## config.mk

```make
export PLATFORM = sky130hd
export DESIGN_NAME = ppst_minute_div
export DESIGN_NICKNAME = d
export VERILOG_FILES = /design/src/rtl/ppst_pkg.sv /design/src/rtl/ppst_minute_div.sv
export SDC_FILE = /design/constraint.sdc
export NUM_CORES = 1
export LEC_CHECK = 0
export BUFFER_PORTS_ARGS = -buffer_cell sky130_fd_sc_hd__buf_2
export CAP_MARGIN = 20
export CORE_MARGIN = 5
export CORE_UTILIZATION = 55
export DETAILED_ROUTE_END_ITERATION = 8
export PLACE_DENSITY_LB_ADDON = 0.1
export SYNTH_ARGS = -nofsm -noshare
export SYNTH_HDL_FRONTEND = slang
export SYNTH_SLANG_ARGS = --single-unit
```

## constraint.sdc

```tcl
create_clock -name clk_i -period 9 [get_ports clk_i]
set_input_delay 0.45 -clock clk_i [delete_from_list [all_inputs] [get_ports clk_i]]
set_output_delay 0.45 -clock clk_i [all_outputs]
set_load 0.02 [all_outputs]
```

## src/rtl/ppst_pkg.sv

```systemverilog
// Shared widths, codes and tables of the peer penalty score table.
`timescale 1ns / 1ps

package ppst_pkg;

  localparam int ScoreW   = 31;
  localparam int TimeW    = 48;
  localparam int ThrW     = 20;
  localparam int RateW    = 14;
  localparam int OpW      = 2;
  localparam int PeerIdxW = 8;
  localparam int CodeW    = 4;
  localparam int WeightW  = 7;
  localparam int CfgIdxW  = 1;
  localparam int CfgDataW = 20;
  localparam int RemW     = 16;

  localparam int NumPeersDef = 256;

  localparam logic [RemW-1:0]   MsPerMinute = 16'd60000;
  localparam logic [ScoreW-1:0] ScoreMax    = '1;
  localparam logic [ThrW-1:0]   ThrReset    = 20'd100;
  localparam logic [RateW-1:0]  RateReset   = 14'd1;

  // configuration register indexes
  localparam logic [CfgIdxW-1:0] CfgBanThreshold = 1'b0;
  localparam logic [CfgIdxW-1:0] CfgDecayRate    = 1'b1;

  typedef enum logic [OpW-1:0] {
    OpOffence = 2'd0,
    OpGood    = 2'd1,
    OpReset   = 2'd2,
    OpIgnore  = 2'd3
  } op_e;

  // offence codes, grouped by weight class
  localparam logic [CodeW-1:0] OffTimeout = 4'd1;
  localparam logic [CodeW-1:0] OffMinorLo = 4'd2;
  localparam logic [CodeW-1:0] OffMinorHi = 4'd4;
  localparam logic [CodeW-1:0] OffMidLo   = 4'd5;
  localparam logic [CodeW-1:0] OffMidHi   = 4'd6;
  localparam logic [CodeW-1:0] OffMajorLo = 4'd7;
  localparam logic [CodeW-1:0] OffMajorHi = 4'd8;
  localparam logic [CodeW-1:0] OffSevereLo = 4'd9;
  localparam logic [CodeW-1:0] OffSevereHi = 4'd11;

  typedef struct packed {
    logic busy;
    logic done;
  } div_stat_t;

  function automatic logic [WeightW-1:0] offence_weight(input logic [CodeW-1:0] code);
    logic [WeightW-1:0] w;
    case (code) inside
      OffTimeout:                 w = 7'd5;
      [OffMinorLo:OffMinorHi]:    w = 7'd10;
      [OffMidLo:OffMidHi]:        w = 7'd20;
      [OffMajorLo:OffMajorHi]:    w = 7'd50;
      [OffSevereLo:OffSevereHi]:  w = 7'd100;
      default:                    w = 7'd0;
    endcase
    return w;
  endfunction

endpackage

```

## src/rtl/ppst_minute_div.sv

```systemverilog
// Minute divider: elapsed ms to whole minutes by reciprocal multiply on one shared multiplier.
`timescale 1ns / 1ps

module ppst_minute_div import ppst_pkg::*; (
  input  logic             clk_i,
  input  logic             rst_ni,
  input  logic             start_i,
  input  logic [TimeW-1:0] dividend_i,
  output logic [TimeW-1:0] quotient_o,
  output div_stat_t        stat_o
);

  // one minute is 1875 << 5 ms: drop the five low bits, then multiply by
  // ceil(2^54 / 1875), which is exact for every 43-bit value
  localparam int PreShift  = 5;
  localparam int XW        = TimeW - PreShift;
  localparam int ChunkW    = 11;
  localparam int NumChunks = 4;
  localparam int RecipW    = ChunkW * NumChunks;
  localparam int QShift    = 54;
  localparam int AccW      = XW + RecipW;
  localparam int PpW       = XW + ChunkW;
  localparam int CntW      = $clog2(NumChunks);
  localparam logic [RecipW-1:0] Recip    = 44'd9607679205058;
  localparam logic [CntW-1:0]   LastStep = CntW'(NumChunks - 1);

  logic [XW-1:0]     x_q, x_d;
  logic [AccW-1:0]   acc_q, acc_d;
  logic [CntW-1:0]   cnt_q, cnt_d;
  logic              busy_q, busy_d;
  logic              done_q, done_d;
  logic [ChunkW-1:0] chunk;
  logic [PpW-1:0]    pp;

  // walk the reciprocal from its top chunk down
  always_comb begin
    unique case (cnt_q)
      2'd0:    chunk = Recip[RecipW-1 -: ChunkW];
      2'd1:    chunk = Recip[3*ChunkW-1 -: ChunkW];
      2'd2:    chunk = Recip[2*ChunkW-1 -: ChunkW];
      default: chunk = Recip[ChunkW-1:0];
    endcase
  end

  assign pp = PpW'(x_q) * PpW'(chunk);

  always_comb begin
    x_d    = x_q;
    acc_d  = acc_q;
    cnt_d  = cnt_q;
    busy_d = busy_q;
    done_d = 1'b0;
    if (start_i) begin
      x_d    = dividend_i[TimeW-1:PreShift];
      acc_d  = '0;
      cnt_d  = '0;
      busy_d = 1'b1;
    end else if (busy_q) begin
      // shift the partial sum up one chunk and add the next product
      acc_d = (acc_q << ChunkW) + AccW'(pp);
      cnt_d = cnt_q + 1'b1;
      if (cnt_q == LastStep) begin
        busy_d = 1'b0;
        done_d = 1'b1;
      end
    end
  end

  always_ff @(posedge clk_i or negedge rst_ni) begin
    if (!rst_ni) begin
      cnt_q  <= '0;
      busy_q <= 1'b0;
      done_q <= 1'b0;
    end else begin
      cnt_q  <= cnt_d;
      busy_q <= busy_d;
      done_q <= done_d;
    end
  end

  always_ff @(posedge clk_i) begin
    x_q   <= x_d;
    acc_q <= acc_d;
  end

  assign quotient_o  = TimeW'(acc_q[AccW-1:QShift]);
  assign stat_o.busy = busy_q;
  assign stat_o.done = done_q;

endmodule

```

=== After elaboration in Yosys (flattened, before gate mapping) ===
Cells that the tools add are included.
W data, S select, Z words.

* Register bits after elaboration: 134
* Bits in latches: 0
* Bits in writable memories: 0
* ROM bits: 0
* Bits of input ports: 51
* Output and inout port bits: 50
* Memories kept: 0

* Add/sub/neg operators: 2
* Multipliers: 1
* Div/mod/pow operators: 0
* $lt $le $gt $ge: 0
* Equal/unequal tests: 3
* Shifts and indexed selects: 0
* Multiplexer cells: 9
* Bitwise gates (word level): 0
* Reduce and logical (&&, ||, !) cells: 2

{| class="wikitable"
|+ Operator list
! operator !! number
|-
| $add A87 B54 Y87 || 1
|-
| $mul A43 B11 Y54 || 1
|-
| $pmux W11 S3 || 1
|-
| $mux W1 || 6
|-
| $eq A2 B2 Y1 const B || 2
|-
| $mux W2 || 2
|-
| $add A2 B1 Y2 const B || 1
|-
| $eq A2 B1 Y1 const B || 1
|-
| $logic_not A2 Y1 || 1
|-
| $reduce_bool A2 Y1 || 1
|}

=== Longest topological paths before layout ===
* Word-level depth: 4
* Depth in mapped cells: 30
* Gate-level depth less buffers: 25

=== Worst setup path after synthesis ===
OpenSTA, ideal clock, no wires.

* Path type: flip-flop to flip-flop
* Start: register cnt_q[0]
* End: register acc_q[80]
* Arrival: 7.152 ns
* Required time: 8.914 ns
* Slack: 1.762 ns
* Cell stages (with the launch flop): 30
* Buffers on the path: 5
* Cell sequence: dfrtp_1 -> clkbuf_1 -> clkbuf_1 -> inv_1 -> ha_1 -> clkbuf_1 -> nor2_1 -> nor2_1 -> clkbuf_1 -> nand2_1 -> fa_1 -> fa_1 -> fa_1 -> inv_1 -> fa_1 -> inv_1 -> fa_1 -> inv_1 -> ha_1 -> o211ai_1 -> a21oi_1 -> o21ai_0 -> o31ai_2 -> a31oi_1 -> o31ai_1 -> a311o_1 -> buf_2 -> nand4_1 -> xor2_1 -> a211oi_1

* Longest elaborated chain between the ends: 4
* Elaborated cells on any way between the ends: 6

{| class="wikitable"
|+ RTL lines
! what !! line !! source
|-
| from (decl) || ppst_minute_div.sv:29 || <nowiki>logic [CntW-1:0] cnt_q, cnt_d;</nowiki>
|-
| from (signal assigned) || ppst_minute_div.sv:75 || <nowiki>cnt_q <= cnt_d;</nowiki>
|-
| $eq A2 B2 Y1, or another cell as far along || ppst_minute_div.sv:37 || <nowiki>unique case (cnt_q)</nowiki>
|-
| $pmux W11 S3 * || ppst_minute_div.sv:37 ||
|-
| $mul A43 B11 Y54 * || ppst_minute_div.sv:45 || <nowiki>assign pp = PpW'(x_q) * PpW'(chunk);</nowiki>
|-
| $add A87 B54 Y87 * || ppst_minute_div.sv:60 || <nowiki>acc_d = (acc_q << ChunkW) + AccW'(pp);</nowiki>
|-
| to (signal assigned) || ppst_minute_div.sv:83 || <nowiki>acc_q <= acc_d;</nowiki>
|-
| to (decl) || ppst_minute_div.sv:28 || <nowiki>logic [AccW-1:0] acc_q, acc_d;</nowiki>
|}

Every way passes the cells marked *; elsewhere a longest branch is shown, timed or not.
A chain may end at the register's enable or synchronous reset.

=== Final worst setup path ===
* Start: register cnt_q[0]
* End: register acc_q[50]

Same word-level chain as after synthesis.

==> run summary <==
The met3 capacity usage during global routing was 0.03546. Measured along the y axis, the die boundary spans 202.8 um. The critical path is of the flop to flop type. The area growth from synthesis to layout was 4.843%. The flow ran to the end, and the final reports show no timing, DRC or antenna violations. Post-CTS repair changed the size of 0 cells. For this block, the routed nets add up to 51420 um of wire. Total routing resource utilization after global routing: 0.2625. TritonCTS built the clock tree. In this run, the number of DRC markers left after iteration 0 of detailed routing was 664. The overall overflow remaining after global route was 0. The path class of the tightest hold or removal check is input port to flop. For this design the top-level I/O count stands at 101. The number of fillers in the final layout is 3194.

The logs give 2739 for the final-stage net count and 0.1533 for the register area share after synthesis. Counting along the longest clock path gives a buffer depth of 2. For the max capacitance violation total, the log shows 0. In the routed design, unresolved DRC markers number 0.

The area used by multi-input combinational logic is 15190 um2, and the async set-or-reset flop fraction in the synthesized netlist is 0.02985. The share of layout cells above drive strength 1 was 0.06849; the relative slew slack was 0.3051. Once detail routing completed, the nets flagged for antenna violations numbered 0.

After global routing, the most crowded layer is met2. The number of hold buffers added after CTS is 1, and the global placer's final weighted congestion is 0.9120. For this run, the number of Yosys warnings is 0. CTS saw 134 sinks. STA puts the critical path data arrival time at 8.65 ns. The logs give 14.52k for the via total after detailed routing and 0 for the count of final setup violators. The die width works out to 202.8 um. In this run the mean area of a mapped cell was 9.345 um2. The capturing element type of the critical path is a flop. Across the whole layout, storage elements account for 3137 um2. For the deepest level of the CTS H-tree, the log shows 4. In this run the worst path has a maximum fanout of 33. Count of placed standard cells including taps: 2626. The number of global-route vias before repair is 15.59k. The transition time at the pin with the least slew margin was 1.041 ns. The share of the cycle needed by the critical path after routing is 0.9218, and the placeable core region is 36610 um2. For the met1 layer usage reported by global route, the log shows 0.3526. After the flow finishes, the layout carries non-filler instances totaling 2659.

The average via count per standard cell was 5.462; the maximum clock skew at final layout was 0.01284 ns. The run gives 81 as the largest net degree at the start of global routing. The effective utilization at floorplan is 0.5582, and the routed length per placed instance is 19.34 um.

The run gives 0 ns as the total negative setup slack. The tools report the count of distinct cell types in the synthesized netlist as 60. After synthesis the cells add up to 20440 um2.

The die covers 41110 um2. Timing would allow up to 0.1205 GHz. Master cell of the clock root buffer: clkbuf_16.

In this run the core area contains 70 standard-cell rows. The run gives 0 as the final number of max-transition violations. For the initial antenna violation count, the log shows 0. Buffers placed on the I/O ports in this run total 80.

The cell count after synthesis is 2187. Required time at the endpoint of the critical path: 9.35 ns. Buffers inserted during clock tree synthesis total 17. The number of hold violations in the final report was 0. The first global-routing pass estimated 84810 um of wire.

Among all flip-flop cells after synthesis, the most frequent one is dfxtp_1. Detailed placement finished with a half-perimeter wire length of 40700 um. The number of synthesized flops with an enable pin was 43.

Detailed-routing iteration count for the pre-antenna-repair pass: 5. The tools report the met2 usage as 0.4476. For the worst-skew pair, the clock arrives at the later sink with an insertion delay of 0.46 ns. The tools report the number of buffers added for setup after CTS as 0. The clock slew seen by the registers of the worst setup and hold paths works out to 0.07 ns. Setup repair after global routing left no endpoint under its margin. The synthesized design contains 134 register bits. The worst setup path is launched from a flop. The smallest clock period supported by the final layout is computed as 8.296 ns.
==> metal layers <==
layer,vias up,wire length [um],part of all wire
li1,6795,-,-
met1,7316,22330,0.43
met2,325,25810,0.50
met3,87,1883,0.037
met4,0,1401,0.027
met5,-,0,0
==> worst paths after layout <==
kind | start | endpoint | slack [ns] | cells past startpoint
setup reg to reg | cnt_q[0]$_DFFE_PN0P_ | acc_q[50]$_SDFFE_PP0P_ | 0.70 | 23
hold reg to reg | acc_q[78]$_SDFFE_PP0P_ | acc_q[78]$_SDFFE_PP0P_ | 0.48 | 2
hold / removal | dividend_i[23] | x_q[18]$_DFFE_PP_ | 0.16 | 1
min in group asynchronous | rst_ni | busy_q$_DFF_PN0_ | 0.37 | 2
max in group asynchronous | rst_ni | busy_q$_DFF_PN0_ | 8.47 | 2
setup / recovery | cnt_q[0]$_DFFE_PN0P_ | acc_q[50]$_SDFFE_PP0P_ | 0.70 | 23
==> area by class of cell <==
class	instances	area share
Timing Repair Buffer	100	0.02593
Antenna cell	1	0.0001168
Clock buffer	20	0.02055
Multi-Input combinational cell	1542	0.7090
Sequential cell	134	0.1464
Tap cell	468	0.02733
Clock inverter	11	0.003620
Inverter	383	0.06709
==> worst max-delay path, cell delays in order, from the launching register on <==
cell	delay (ns)
dfrtp_1	0.91
inv_1	0.17
ha_2	0.80
buf_4	0.27
nor2b_1	0.06
ha_1	0.31
a31o_2	0.25
fa_1	0.53
fa_1	0.46
fa_1	0.51
inv_1	0.05
fa_1	0.50
inv_1	0.05
ha_1	0.42
and4_1	0.27
nor2b_1	0.14
o211ai_1	0.09
a2111oi_0	0.68
nor3_1	0.16
or2_2	0.37
a31oi_1	0.24
a311oi_1	0.15
or4b_2	0.66
o311ai_0	0.11
==> cells by family after synthesis <==
group,after synthesis,share of synthesized area
AOI/OAI and AO/OA,249,0.07965
xor gates and xnor gates,91,0.03900
adders and majority gates,510,0.4441
buffers and inverters,525,0.1067
DFF,134,0.1533
muxes,40,0.01959
other,1,0.0001835
and+or+nand+nor,637,0.1575
==> stage by stage <==
step | utilization | setup WS, ns | instance area (um2) | hold WS, ns
6_report | 0.5853 | 0.7039 | 21430 | 0.1560
5_1_grt | 0.5852 | 0.2656 | 21420 | 0.1369
4_1_cts | 0.5852 | 0.7478 | 21420 | 0.1357
3_5_place_dp | 0.5708 | 0.7940 | 20900 | 0.2806
3_3_place_gp | 0.5708 | 0.8734 | 20900 | 0.2769
2_1_floorplan | - | 1.762 | 20490 | 0.1544
==> cell usage after synthesis, types with 11 or more instances <==
library cell,count,area share
and2_1,80,0.024
nor2b_1,134,0.041
nand2_1,197,0.036
nand3_1,27,0.0066
ha_1,151,0.092
nand4_1,29,0.0089
xor2_1,47,0.020
edfxtp_1,43,0.063
o22ai_1,11,0.0034
fa_1,359,0.35
dfxtp_1,87,0.085
mux2i_1,40,0.020
a21o_1,27,0.0099
nand2b_1,23,0.0070
o21ai_0,46,0.011
inv_1,383,0.070
and3_1,14,0.0043
buf_4,55,0.020
nor2_1,107,0.020
a211oi_1,33,0.012
clkbuf_1,80,0.015
a21oi_1,66,0.016
xnor2_1,44,0.019
==> registers in the layout (all words and copies together), names as in the netlist <==
name    cells
cnt_q       2
acc_q      87
x_q        43
busy_q      1
done_q      1
==> cells in the final DEF, fill, tap and decap left out, types with 4 or more instances in the layout <==
cell	n
nor2b_1	134
buf_4	20
xnor2_1	44
clkbuf_16	17
mux2i_1	40
a31oi_1	10
o21ai_0	46
o21bai_1	7
nand3_1	27
buf_2	79
dfxtp_1	87
a31o_2	6
nand2_1	197
inv_4	4
a211oi_1	33
and2_1	80
nand2b_1	23
nor3_1	10
o21a_1	6
fa_1	359
a21o_1	27
and3_1	14
conb_1	15
o31ai_1	4
o22ai_1	11
inv_1	383
o211ai_1	6
nand4_1	29
a21oi_1	66
a311oi_1	4
edfxtp_1	43
xor2_1	47
ha_1	148
nor2_1	106
Power is not shown: default switching activity piles up to over one toggle a cycle in this logic, so the estimate is an artifact.
